[src/hw/rtl/bilinear_upscale_2x_core_macros.svh]
// Assertion macros shared by the upscaler RTL.
`ifndef BILINEAR_UPSCALE_2X_CORE_MACROS_SVH
`define BILINEAR_UPSCALE_2X_CORE_MACROS_SVH

// Same-cycle implication, disabled during reset.
`define BU2X_ASSERT_IMP(lbl, clk, rst_n, ante, cons, msg) \
    lbl: assert property (@(posedge clk) disable iff (!rst_n) (ante) |-> (cons)) \
        else $error(msg);

// Next-cycle implication, disabled during reset.
`define BU2X_ASSERT_NXT(lbl, clk, rst_n, ante, cons, msg) \
    lbl: assert property (@(posedge clk) disable iff (!rst_n) (ante) |=> (cons)) \
        else $error(msg);

`endif

[src/hw/rtl/bu2x_pkg.sv]
// Types, constants and sequencing functions of the 2x bilinear upscaler.
`timescale 1ns / 1ps

package bu2x_pkg;

    localparam int CFG_DATA_W   = 13;
    localparam int CFG_WIDTH_W  = 12;
    localparam int CFG_HEIGHT_W = 13;
    localparam int OUT_ROW_W    = 13;
    localparam int OUT_COL_W    = 12;

    typedef enum logic [0:0] {
        REG_IMAGE_WIDTH  = 1'b0,
        REG_IMAGE_HEIGHT = 1'b1
    } t_cfg_idx;

    // One member per kind of output pixel an input can produce, in emit order.
    typedef enum logic [3:0] {
        K_CORNER_TL,  // (0,0) copy
        K_TOP_A,      // (0,2c-1)
        K_TOP_B,      // (0,2c)
        K_CORNER_TR,  // (0,2W-1) copy
        K_LEFT_A,     // (2r-1,0)
        K_LEFT_B,     // (2r,0)
        K_CORNER_BL,  // (2H-1,0) copy
        K_INT_A,      // (2r-1,2c-1)
        K_INT_B,      // (2r-1,2c)
        K_RIGHT_A,    // (2r-1,2W-1)
        K_INT_C,      // (2r,2c-1)
        K_INT_D,      // (2r,2c)
        K_RIGHT_B,    // (2r,2W-1)
        K_BOT_A,      // (2H-1,2c-1)
        K_BOT_B,      // (2H-1,2c)
        K_CORNER_BR   // (2H-1,2W-1) copy
    } t_kind;

    typedef struct packed {
        logic last_col;
        logic last_row;
    } t_flags;

    typedef struct packed {
        logic  done;
        t_kind kind;
    } t_step;

    function automatic t_kind bu2x_first_kind(input logic row_zero, input logic col_zero);
        t_kind k;
        if (row_zero) begin
            k = col_zero ? K_CORNER_TL : K_TOP_A;
        end else begin
            k = col_zero ? K_LEFT_A : K_INT_A;
        end
        return k;
    endfunction

    function automatic t_step bu2x_next_step(input t_kind k, input t_flags f);
        t_step s;
        s.done = 1'b0;
        s.kind = k;
        case (k)
            K_CORNER_TL: begin
                if (f.last_col) s.kind = K_CORNER_TR;
                else            s.done = 1'b1;
            end
            K_TOP_A:     s.kind = K_TOP_B;
            K_TOP_B: begin
                if (f.last_col) s.kind = K_CORNER_TR;
                else            s.done = 1'b1;
            end
            K_LEFT_A:    s.kind = K_LEFT_B;
            K_LEFT_B: begin
                if (f.last_row) s.kind = K_CORNER_BL;
                else            s.done = 1'b1;
            end
            K_INT_A:     s.kind = K_INT_B;
            K_INT_B:     s.kind = f.last_col ? K_RIGHT_A : K_INT_C;
            K_RIGHT_A:   s.kind = K_INT_C;
            K_INT_C:     s.kind = K_INT_D;
            K_INT_D: begin
                if (f.last_col)      s.kind = K_RIGHT_B;
                else if (f.last_row) s.kind = K_BOT_A;
                else                 s.done = 1'b1;
            end
            K_RIGHT_B: begin
                if (f.last_row) s.kind = K_BOT_A;
                else            s.done = 1'b1;
            end
            K_BOT_A:     s.kind = K_BOT_B;
            K_BOT_B: begin
                if (f.last_col) s.kind = K_CORNER_BR;
                else            s.done = 1'b1;
            end
            default:     s.done = 1'b1;
        endcase
        return s;
    endfunction

endpackage

[src/hw/rtl/bu2x_res_if.sv]
// Result channel: valid/ready with one output pixel and its coordinates per item.
`timescale 1ns / 1ps

interface bu2x_res_if #(
    parameter int PIXEL_BITS = 16
);
    logic                  valid;
    logic                  ready;
    logic [12:0]           out_row;
    logic [11:0]           out_col;
    logic [PIXEL_BITS-1:0] result_value;
    logic                  last_of_run;

    modport source (output valid, output out_row, output out_col, output result_value,
                    output last_of_run, input ready);
    modport sink   (input valid, input out_row, input out_col, input result_value,
                    input last_of_run, output ready);
endinterface

[src/hw/rtl/bu2x_emit.sv]
// Result sequencer: walks an input's outputs, one weighted sum per unstalled cycle.
`timescale 1ns / 1ps

module bu2x_emit
    import bu2x_pkg::*;
#(
    parameter int PIXEL_BITS = 16,
    parameter int COL_BITS   = 11,
    parameter int ROW_BITS   = 12
) (
    input  logic                  i_clk,
    input  logic                  i_rst_n,
    input  logic                  i_job_vld,
    output logic                  o_job_rdy,
    input  logic [PIXEL_BITS-1:0] i_p,
    input  logic [PIXEL_BITS-1:0] i_u,
    input  logic [PIXEL_BITS-1:0] i_ul,
    input  logic [PIXEL_BITS-1:0] i_l,
    input  logic [ROW_BITS-1:0]   i_row,
    input  logic [COL_BITS-1:0]   i_col,
    input  t_flags                i_flags,
    input  logic [COL_BITS-1:0]   i_w_last,
    input  logic [ROW_BITS-1:0]   i_h_last,
    bu2x_res_if.source            o_res
);

    localparam int SW = PIXEL_BITS + 5;

    logic                  r_busy, n_busy;
    t_kind                 r_kind, n_kind;
    logic [PIXEL_BITS-1:0] r_p, r_u, r_ul, r_l;
    logic [ROW_BITS-1:0]   r_row;
    logic [COL_BITS-1:0]   r_col;
    t_flags                r_flags;

    logic                  r_o_vld;
    logic [OUT_ROW_W-1:0]  r_o_row;
    logic [OUT_COL_W-1:0]  r_o_col;
    logic [PIXEL_BITS-1:0] r_o_val;
    logic                  r_o_last;

    logic                  out_free, fire, load;
    t_step                 step;

    logic [ROW_BITS:0]     row_x2, row_m1;
    logic [COL_BITS:0]     col_x2, col_m1;
    logic [OUT_ROW_W-1:0]  sel_row;
    logic [OUT_COL_W-1:0]  sel_col;
    logic [PIXEL_BITS-1:0] op_n, op_s1, op_s2, op_f;
    logic [SW-1:0]         e_n, e_s1, e_s2, e_f, sum;

    assign out_free  = !r_o_vld || o_res.ready;
    assign fire      = r_busy && out_free;
    assign step      = bu2x_next_step(r_kind, r_flags);
    assign o_job_rdy = !r_busy || (fire && step.done);
    assign load      = i_job_vld && o_job_rdy;

    always_comb begin
        n_busy = r_busy;
        n_kind = r_kind;
        if (load) begin
            n_busy = 1'b1;
            n_kind = bu2x_first_kind(i_row == '0, i_col == '0);
        end else if (fire) begin
            n_busy = !step.done;
            n_kind = step.kind;
        end
    end

    always_ff @(posedge i_clk) begin
        if (!i_rst_n) begin
            r_busy <= 1'b0;
            r_kind <= K_CORNER_TL;
        end else begin
            r_busy <= n_busy;
            r_kind <= n_kind;
        end
    end

    always_ff @(posedge i_clk) begin
        if (load) begin
            r_p     <= i_p;
            r_u     <= i_u;
            r_ul    <= i_ul;
            r_l     <= i_l;
            r_row   <= i_row;
            r_col   <= i_col;
            r_flags <= i_flags;
        end
    end

    assign row_x2 = {r_row, 1'b0};
    assign row_m1 = row_x2 - 1'b1;
    assign col_x2 = {r_col, 1'b0};
    assign col_m1 = col_x2 - 1'b1;

    // Two-tap edges reuse the four-tap sum: mix2(a,b) == mix4(a,a,b,b),
    // and a copy is mix4(p,p,p,p).
    always_comb begin
        sel_row = '0;
        sel_col = '0;
        op_n    = r_p;
        op_s1   = r_p;
        op_s2   = r_p;
        op_f    = r_p;
        case (r_kind)
            K_CORNER_TL: begin
            end
            K_TOP_A: begin
                sel_col = OUT_COL_W'(col_m1);
                op_n = r_l;  op_s1 = r_l;  op_s2 = r_p;  op_f = r_p;
            end
            K_TOP_B: begin
                sel_col = OUT_COL_W'(col_x2);
                op_n = r_p;  op_s1 = r_p;  op_s2 = r_l;  op_f = r_l;
            end
            K_CORNER_TR: begin
                sel_col = OUT_COL_W'({i_w_last, 1'b1});
            end
            K_LEFT_A: begin
                sel_row = OUT_ROW_W'(row_m1);
                op_n = r_u;  op_s1 = r_u;  op_s2 = r_p;  op_f = r_p;
            end
            K_LEFT_B: begin
                sel_row = OUT_ROW_W'(row_x2);
                op_n = r_p;  op_s1 = r_p;  op_s2 = r_u;  op_f = r_u;
            end
            K_CORNER_BL: begin
                sel_row = OUT_ROW_W'({i_h_last, 1'b1});
            end
            K_INT_A: begin
                sel_row = OUT_ROW_W'(row_m1);
                sel_col = OUT_COL_W'(col_m1);
                op_n = r_ul; op_s1 = r_u;  op_s2 = r_l;  op_f = r_p;
            end
            K_INT_B: begin
                sel_row = OUT_ROW_W'(row_m1);
                sel_col = OUT_COL_W'(col_x2);
                op_n = r_u;  op_s1 = r_ul; op_s2 = r_p;  op_f = r_l;
            end
            K_RIGHT_A: begin
                sel_row = OUT_ROW_W'(row_m1);
                sel_col = OUT_COL_W'({i_w_last, 1'b1});
                op_n = r_u;  op_s1 = r_u;  op_s2 = r_p;  op_f = r_p;
            end
            K_INT_C: begin
                sel_row = OUT_ROW_W'(row_x2);
                sel_col = OUT_COL_W'(col_m1);
                op_n = r_l;  op_s1 = r_ul; op_s2 = r_p;  op_f = r_u;
            end
            K_INT_D: begin
                sel_row = OUT_ROW_W'(row_x2);
                sel_col = OUT_COL_W'(col_x2);
                op_n = r_p;  op_s1 = r_u;  op_s2 = r_l;  op_f = r_ul;
            end
            K_RIGHT_B: begin
                sel_row = OUT_ROW_W'(row_x2);
                sel_col = OUT_COL_W'({i_w_last, 1'b1});
                op_n = r_p;  op_s1 = r_p;  op_s2 = r_u;  op_f = r_u;
            end
            K_BOT_A: begin
                sel_row = OUT_ROW_W'({i_h_last, 1'b1});
                sel_col = OUT_COL_W'(col_m1);
                op_n = r_l;  op_s1 = r_l;  op_s2 = r_p;  op_f = r_p;
            end
            K_BOT_B: begin
                sel_row = OUT_ROW_W'({i_h_last, 1'b1});
                sel_col = OUT_COL_W'(col_x2);
                op_n = r_p;  op_s1 = r_p;  op_s2 = r_l;  op_f = r_l;
            end
            K_CORNER_BR: begin
                sel_row = OUT_ROW_W'({i_h_last, 1'b1});
                sel_col = OUT_COL_W'({i_w_last, 1'b1});
            end
            default: begin
            end
        endcase
    end

    assign e_n  = SW'(op_n);
    assign e_s1 = SW'(op_s1);
    assign e_s2 = SW'(op_s2);
    assign e_f  = SW'(op_f);
    // 9n + 3s1 + 3s2 + f, rounded half up on the >>4
    assign sum  = (e_n << 3) + e_n + (e_s1 << 1) + e_s1 + (e_s2 << 1) + e_s2 + e_f
                  + SW'(8);

    always_ff @(posedge i_clk) begin
        if (!i_rst_n) begin
            r_o_vld <= 1'b0;
        end else if (fire) begin
            r_o_vld <= 1'b1;
        end else if (o_res.ready) begin
            r_o_vld <= 1'b0;
        end
    end

    always_ff @(posedge i_clk) begin
        if (fire) begin
            r_o_row  <= sel_row;
            r_o_col  <= sel_col;
            r_o_val  <= sum[PIXEL_BITS+3:4];
            r_o_last <= step.done;
        end
    end

    assign o_res.valid        = r_o_vld;
    assign o_res.out_row      = r_o_row;
    assign o_res.out_col      = r_o_col;
    assign o_res.result_value = r_o_val;
    assign o_res.last_of_run  = r_o_last;

endmodule

[src/flat_wrapper.sv]
// flat-port wrapper written by rule: the top's interface ports become plain ports
module bu2x_emit_flat import bu2x_pkg::*;
#(
    parameter int PIXEL_BITS = 16,
    parameter int COL_BITS   = 11,
    parameter int ROW_BITS   = 12
)
  (i_clk, i_rst_n, i_job_vld, o_job_rdy, i_p, i_u, i_ul, i_l, i_row, i_col, i_flags, i_w_last, i_h_last, o_res_valid, o_res_out_row, o_res_out_col, o_res_result_value, o_res_last_of_run, o_res_ready);
  bu2x_res_if #(.PIXEL_BITS(PIXEL_BITS)) o_res_i ();
  input  logic i_clk;
  input  logic i_rst_n;
  input  logic i_job_vld;
  output logic o_job_rdy;
  input  logic [PIXEL_BITS-1:0] i_p;
  input  logic [PIXEL_BITS-1:0] i_u;
  input  logic [PIXEL_BITS-1:0] i_ul;
  input  logic [PIXEL_BITS-1:0] i_l;
  input  logic [ROW_BITS-1:0] i_row;
  input  logic [COL_BITS-1:0] i_col;
  input  t_flags i_flags;
  input  logic [COL_BITS-1:0] i_w_last;
  input  logic [ROW_BITS-1:0] i_h_last;
  output wire logic [$bits(o_res_i.valid)-1:0] o_res_valid;
  output wire logic [$bits(o_res_i.out_row)-1:0] o_res_out_row;
  output wire logic [$bits(o_res_i.out_col)-1:0] o_res_out_col;
  output wire logic [$bits(o_res_i.result_value)-1:0] o_res_result_value;
  output wire logic [$bits(o_res_i.last_of_run)-1:0] o_res_last_of_run;
  input wire logic [$bits(o_res_i.ready)-1:0] o_res_ready;
  assign o_res_valid = o_res_i.valid;
  assign o_res_out_row = o_res_i.out_row;
  assign o_res_out_col = o_res_i.out_col;
  assign o_res_result_value = o_res_i.result_value;
  assign o_res_last_of_run = o_res_i.last_of_run;
  assign o_res_i.ready = o_res_ready;
  bu2x_emit #(.PIXEL_BITS(PIXEL_BITS), .COL_BITS(COL_BITS), .ROW_BITS(ROW_BITS)) u_core (.i_clk(i_clk), .i_rst_n(i_rst_n), .i_job_vld(i_job_vld), .o_job_rdy(o_job_rdy), .i_p(i_p), .i_u(i_u), .i_ul(i_ul), .i_l(i_l), .i_row(i_row), .i_col(i_col), .i_flags(i_flags), .i_w_last(i_w_last), .i_h_last(i_h_last), .o_res(o_res_i));
endmodule
[config.mk]
export PLATFORM = sky130hd
export DESIGN_NAME = bu2x_emit_flat
export DESIGN_NICKNAME = d
export VERILOG_FILES = /design/src/hw/rtl/bilinear_upscale_2x_core_macros.svh /design/src/hw/rtl/bu2x_pkg.sv /design/src/hw/rtl/bu2x_res_if.sv /design/src/hw/rtl/bu2x_emit.sv /design/src/flat_wrapper.sv
export SDC_FILE = /design/constraint.sdc
export NUM_CORES = 1
export LEC_CHECK = 0
export BUFFER_PORTS_ARGS = -buffer_cell sky130_fd_sc_hd__buf_2
export CORE_AREA = 10 10 151 153
export CTS_CLUSTER_SIZE = 12
export DETAILED_ROUTE_END_ITERATION = 10
export DIE_AREA = 0 0 161 163
export PLACE_DENSITY = 0.71
export SYNTH_ARGS = -nofsm -noshare
export SYNTH_HDL_FRONTEND = slang
export SYNTH_SLANG_ARGS = --single-unit
[constraint.sdc]
create_clock -name i_clk -period 13.6 [get_ports i_clk]
set_input_delay 2.04 -clock i_clk [delete_from_list [all_inputs] [get_ports i_clk]]
set_output_delay 2.04 -clock i_clk [all_outputs]
set_load 0.05 [all_outputs]
-- Word level (Yosys, flattened, before mapping)
Index checks and enable logic that the tools add are counted.
- output and inout port bits: 44
- logic and storage cells: 101
- bits of input ports: 116
- register bits: 137
- $add $sub $neg: 9
- reduce and logical (&&, ||, !) cells: 33
- eq/ne operators: 18
- multiplexer cells: 26
- operators by type and width (kind ; count):
    $pmux 16 s3 ; 3
    $add 20x16->20 ; 3
    $pmux 4 s12 ; 1
    $add 20x17->20 ; 2
    $pmux 13 s3 ; 1
    $pmux 12 s3 ; 1
    $eq 4x4->1 const B ; 8
    $mux 4 ; 8
    $pmux 16 s2 ; 1
    $reduce_or 4->1 ; 8
    $add 19x16->20 ; 1
    $add 20x4->20 const B ; 1
    $eq 4x3->1 const B ; 4
    $reduce_or 3->1 ; 5
    $reduce_bool 13->1 ; 1
    $sub 13x1->13 const B ; 1
    $logic_not 12->1 ; 1
    $sub 12x1->12 const B ; 1
    $logic_not 11->1 ; 1
    $ne 3x1->1 const B ; 3
    $eq 4x2->1 const B ; 2
    $mux 1 ; 8
    $reduce_or 2->1 ; 4
    $reduce_or 7->1 ; 1
    other kinds (9) ; 16

-- Depth between registers and ports, before layout
- word-level depth: 10
- depth in mapped cells: 27
- depth with buffers taken out: 25

-- Worst setup path before layout
Ideal clock, no wire load.
- path type: reg-to-reg
- start: register u_core.r_kind[3]
- end: register u_core.r_o_val[15], in the netlist u_core.o_res.result_value[15] (data pin)
- buffers on the path: 4
- arrival: 6015 ps
- setup time: 262 ps
- path slack: 7323 ps
- cell stages (with the launch flop): 25
- clock period less this slack: 6277 ps
- data required time: 13338 ps
- cells stage by stage: dfxtp_1 > clkbuf_1 > buf_2 > xnor2_1 > xnor2_1 > nor2_1 > nor2_1 > clkbuf_1 > a21oi_1 > fa_1 > inv_1 > fa_1 > fa_1 > inv_1 > fa_1 > inv_1 > ha_1 > clkbuf_1 > a21o_1 > a221oi_1 > a21bo_2 > a211o_1 > a31oi_1 > o31ai_1 > xnor2_1
- cells in the longest elaborated chain, start to end: 10
- elaborated cells between the ends (all ways): 32
- classes of those cells: 7 x add/sub; 12 x eq/ne; 4 x mux; 9 x reduce/logical
- ends and longest elaborated chain (what ; line ; RTL):
    start: declaration ; bu2x_emit.sv:30 ; t_kind r_kind, n_kind;
    start signal: assignment ; bu2x_emit.sv:76 ; r_kind <= n_kind;
    $eq 4x1->1, or another cell as far along ; bu2x_emit.sv:106 ; case (r_kind)
    $reduce_or 3->1 (no line) ; - ;
    $pmux 16 s3 ; bu2x_emit.sv:106 ;
    $add 19x16->20 ; bu2x_emit.sv:185 ; assign sum = (e_n << 3) + e_n + (e_s1 << 1) + e_s1 + (e_s2 << 1) + e_s2 + e_f
    $add 20x17->20 ; bu2x_emit.sv:185 ;
    $add 20x16->20 ; bu2x_emit.sv:185 ;
    $add 20x17->20 ; bu2x_emit.sv:185 ;
    $add 20x16->20 ; bu2x_emit.sv:185 ;
    $add 20x16->20 * ; bu2x_emit.sv:185 ;
    $add 20x4->20 * ; bu2x_emit.sv:186 ; + SW'(8);
    via u_core.sum[19] ; bu2x_emit.sv:50 ; logic [SW-1:0] e_n, e_s1, e_s2, e_f, sum;
    end signal: assignment ; bu2x_emit.sv:202 ; r_o_val <= sum[PIXEL_BITS+3:4];
    end: declaration ; bu2x_emit.sv:39 ; logic [PIXEL_BITS-1:0] r_o_val;
Mark *: on every way through the listed nets, which the timed path passes. The rest lies on a longest branch.
A chain may end at the register's enable or synchronous reset.

-- Worst setup path in the final report
- start: register u_core.r_kind[2]
- end: register u_core.r_o_val[15], in the netlist u_core.o_res.result_value[15] (data pin)
The elaborated chain is that of the path after synthesis.

==> Implementation_results.wiki <==
{| class="wikitable"
! Metric !! Value
|-
| Status || complete, no violations
|-
| Depth of the worst register-to-register path || 22
|-
| DRT Pass-1 Iters || 10
|-
| Number of maximum-capacitance violations || 0
|-
| Via count of the first global-routing pass || 7694
|-
| Number of top-level pins || 160
|-
| Data required time of the worst path || 13.77 ns
|-
| Die span in y || 163 µm
|-
| Max Clk Rate || 133 MHz
|-
| First-pass GRT wire length || 40.4 mm
|-
| TritonCTS clock tree || yes
|-
| Post-Syn Instances || 905
|-
| Initial drt markers || 1200
|-
| Sum of routed wire length over all layers || 24.8 mm
|-
| Final RePlAce weighted congestion || 0.928
|-
| Leading cell type in the layout, fill and taps excluded || buf_2
|-
| Maximum number of pins on one net before global-route repair || 95
|-
| Actual transition at the worst max-transition pin || 1.20 ns
|-
| Quantity of hold-fixing buffers added after cts || 0
|-
| Worst Hold Class || register to register
|-
| Post-DRT Antenna Nets || 0
|-
| RSZ-0062 raised after global routing || no
|-
| Multiplexer area fraction after synthesis || 0.0117
|-
| Number of buffers created by CTS || 17
|-
| Destination of the worst register-to-register timing path || u_core.o_res.result_value[15]
|-
| Antenna Cells || 0
|-
| Antenna violations before repair || 0
|-
| Mean area per synthesized cell || 10.8 µm²
|-
| Fraction of the mapped netlist area in compound gates || 0.180
|-
| Maximum level of the CTS H-tree || 4
|-
| Sum of net half-perimeters after detailed placement || 19.0 mm
|-
| Sinks on the clock net || 137
|-
| Chain of cells forming the critical path || xnor2_1 > a22o_1 > and2_1 > or2_1 > nor2_1 > a21oi_1 > mux2i_1 > fa_1 > inv_1 > fa_1 > fa_1 > inv_1 > fa_1 > inv_1 > ha_1 > and4_1 > a221oi_1 > a21bo_2 > a211o_1 > a31oi_1 > o31ai_1 > xnor2_1
|-
| Post-Synthesis Net Count || 1133
|-
| Number of gates resized after cts || 0
|-
| Post-synthesis xor/xnor area fraction || 0.0170
|-
| Share of synthesized cell area in full adder, half adder and majority cells || 0.203
|-
| Setup slack on the worst flop-to-flop path || 6.09 ns
|-
| Clock buffer depth || 2
|-
| Placeable core region || 19900 µm²
|-
| Family with the most delay on the worst path || adder cells
|-
| Clock edge transition at the registers on the reported setup and hold paths || 0.07 ns
|-
| Tcrit/Tclk final || 0.553
|-
| Launch instance of the worst min-delay path || u_core.r_busy
|-
| Final setup violation count || 0
|-
| Avg WL per Cell || 18.5 µm
|-
| Basic-gate share of the synthesized area counting and, or, nand and nor cells || 0.108
|-
| Critical path launch point type || register
|-
| Detail-routed via count per cell || 5.69
|-
| Cell mode on critical path || fa_1
|-
| Slew Limit Headroom || 0.199
|-
| Core Rows || 52
|-
| IO Port Bufs || 159
|-
| Warnings from Yosys || 0
|-
| Critical Path Fanout Max || 25
|-
| Effective utilization at floorplan || 0.490
|-
| Combinational family with the most area after synthesis || adder cells
|-
| Seq/Total Area, Yosys || 0.415
|-
| Buffers & Inverters on Critical Path || 3
|-
| Count of flip-flops with a built-in enable after synthesis || 131
|-
| Worst clock skew || 0.0110 ns
|-
| Cell at the root of the clock tree || clkbuf_16
|-
| End point of the most critical hold path || u_core.o_res.valid
|-
| Layout area overhead || 17.2%
|-
| Number of pins with negative max-slew slack in the final report || 0
|-
| Arrival time at the worst endpoint || 7.69 ns
|-
| Most used DFF post-synth || edfxtp_1
|-
| Worst flop-to-flop path startpoint || u_core.r_kind[2]
|-
| Number of synthesized register bits || 137
|-
| Horizontal die dimension || 161 µm
|-
| Latest clock arrival within the worst-skew pair || 0.43 ns
|-
| Tmin final || 7.51 ns
|-
| Overall overflow remaining after global route || 0
|-
| Number of setup buffers added after CTS || 0
|-
| Distinct cell type count of the synthesized netlist || 69
|-
| Die footprint || 26200 µm²
|-
| Critical Path Slowest Stage Cell || dfxtp_1
|-
| Hold-critical path depth || 2
|-
| Synthesized area || 9760 µm²
|-
| Async SR Flop Fraction || 0
|-
| Most frequent cells in the layout || buf_2 (159), edfxtp_1 (131), inv_1 (127), nand2_1 (86), fa_1 (77)
|-
| Max incr delay on CP || 0.83 ns
|-
| Final Hold Vio Count || 0
|-
| Setup tns final || 0 ns
|-
| Fin nets || 1285
|-
| Overall track demand over capacity in global routing || 0.191
|-
| Number of remaining DRC errors || 0
|-
| DR vias || 7621
|-
| Type of the worst setup path || register to register
|-
| Critical path endpoint category || register
|-
| Ratio of cells with drive above 1 in the final layout || 0.202
|}
## worst min-delay path: stages (launching register included)
cell and delay [ns]:
dfxtp_1 0.31, inv_1 0.06, a21boi_0 0.07
## registers in the layout (all words and copies together) (netlist names)
register / flops
u_core.r_row: 12
u_core.r_l: 16
u_core.r_p: 16
u_core.r_u: 16
u_core.r_busy: 1
u_core.o_res.result_value: 16
u_core.r_flags: 2
u_core.o_res.out_col: 12
u_core.o_res.last_of_run: 1
u_core.r_kind: 4
u_core.o_res.valid: 1
u_core.o_res.out_row: 13
u_core.r_col: 11
u_core.r_ul: 16
## synth_stat cells (all sizes together), types with 10 or more instances
library cell / count / share of area
a21boi: 10 / 0.0077
a21oi: 44 / 0.023
a221o: 16 / 0.016
a222oi: 34 / 0.035
a22o: 12 / 0.011
a22oi: 17 / 0.013
and2: 12 / 0.0077
clkbuf: 35 / 0.013
edfxtp: 131 / 0.40
fa: 77 / 0.16
ha: 35 / 0.045
inv: 128 / 0.049
nand2: 86 / 0.033
nand2b: 11 / 0.0070
nor2: 47 / 0.018
nor3: 16 / 0.0087
o21ai: 44 / 0.023
or3: 10 / 0.0064
xnor2: 14 / 0.013
## cell families after synthesis
kind of cell	Yosys count
adder cells (fa/ha/maj)	112
AO/OA/AOI/OAI	237
buffers and inverters	168
XOR/XNOR	19
flip-flops	137
AND/OR/NAND/NOR	222
multiplexers	10
## layer usage
metal	routed length (µm)	GRT usage
met1	11100	0.261
met2	11000	0.283
met3	2360	0.0574
met4	362	0.0633
met5	0	0
## per-stage QoR
| step | utilization | hold WS, ns | setup WS (ns) | instance area [µm²] | instances |
|---|---|---|---|---|---|
| floorplan | - | 0.452 | 7.32 | 9760 | 905 |
| global placement | 0.545 | 0.467 | 6.49 | 10800 | 1308 |
| detailed placement | 0.545 | 0.473 | 6.22 | 10800 | 1308 |
| CTS | 0.574 | 0.482 | 6.23 | 11400 | 1340 |
| global route | 0.574 | 0.504 | 5.72 | 11400 | 1340 |
| finish | 0.574 | 0.480 | 6.09 | 11400 | 1340 |
## layout make-up
cell class | instances | area, µm²
Inverter | 128 | 480
Multi-Input combinational cell | 600 | 5070
Fill cell | 1705 | 8470
Clock inverter | 14 | 163
Tap cell | 270 | 338
Sequential cell | 137 | 4050
Timing Repair Buffer | 173 | 901
Clock buffer | 18 | 429
## worst max-delay path by stage
stage	start	to	depth (start not counted)
finish	u_core.r_kind[2]	u_core.o_res.result_value[15]	22
global route	u_core.r_kind[2]	u_core.o_res.result_value[15]	22
detailed placement	u_core.r_kind[2]	u_core.o_res.result_value[15]	22
CTS	u_core.r_kind[2]	u_core.o_res.result_value[15]	22
global placement	u_core.r_kind[2]	u_core.o_res.result_value[15]	22
floorplan	u_core.r_kind[3]	u_core.o_res.result_value[15]	24
Power is not shown: default switching activity piles up to over one toggle a cycle in this logic, so the estimate is an artifact.
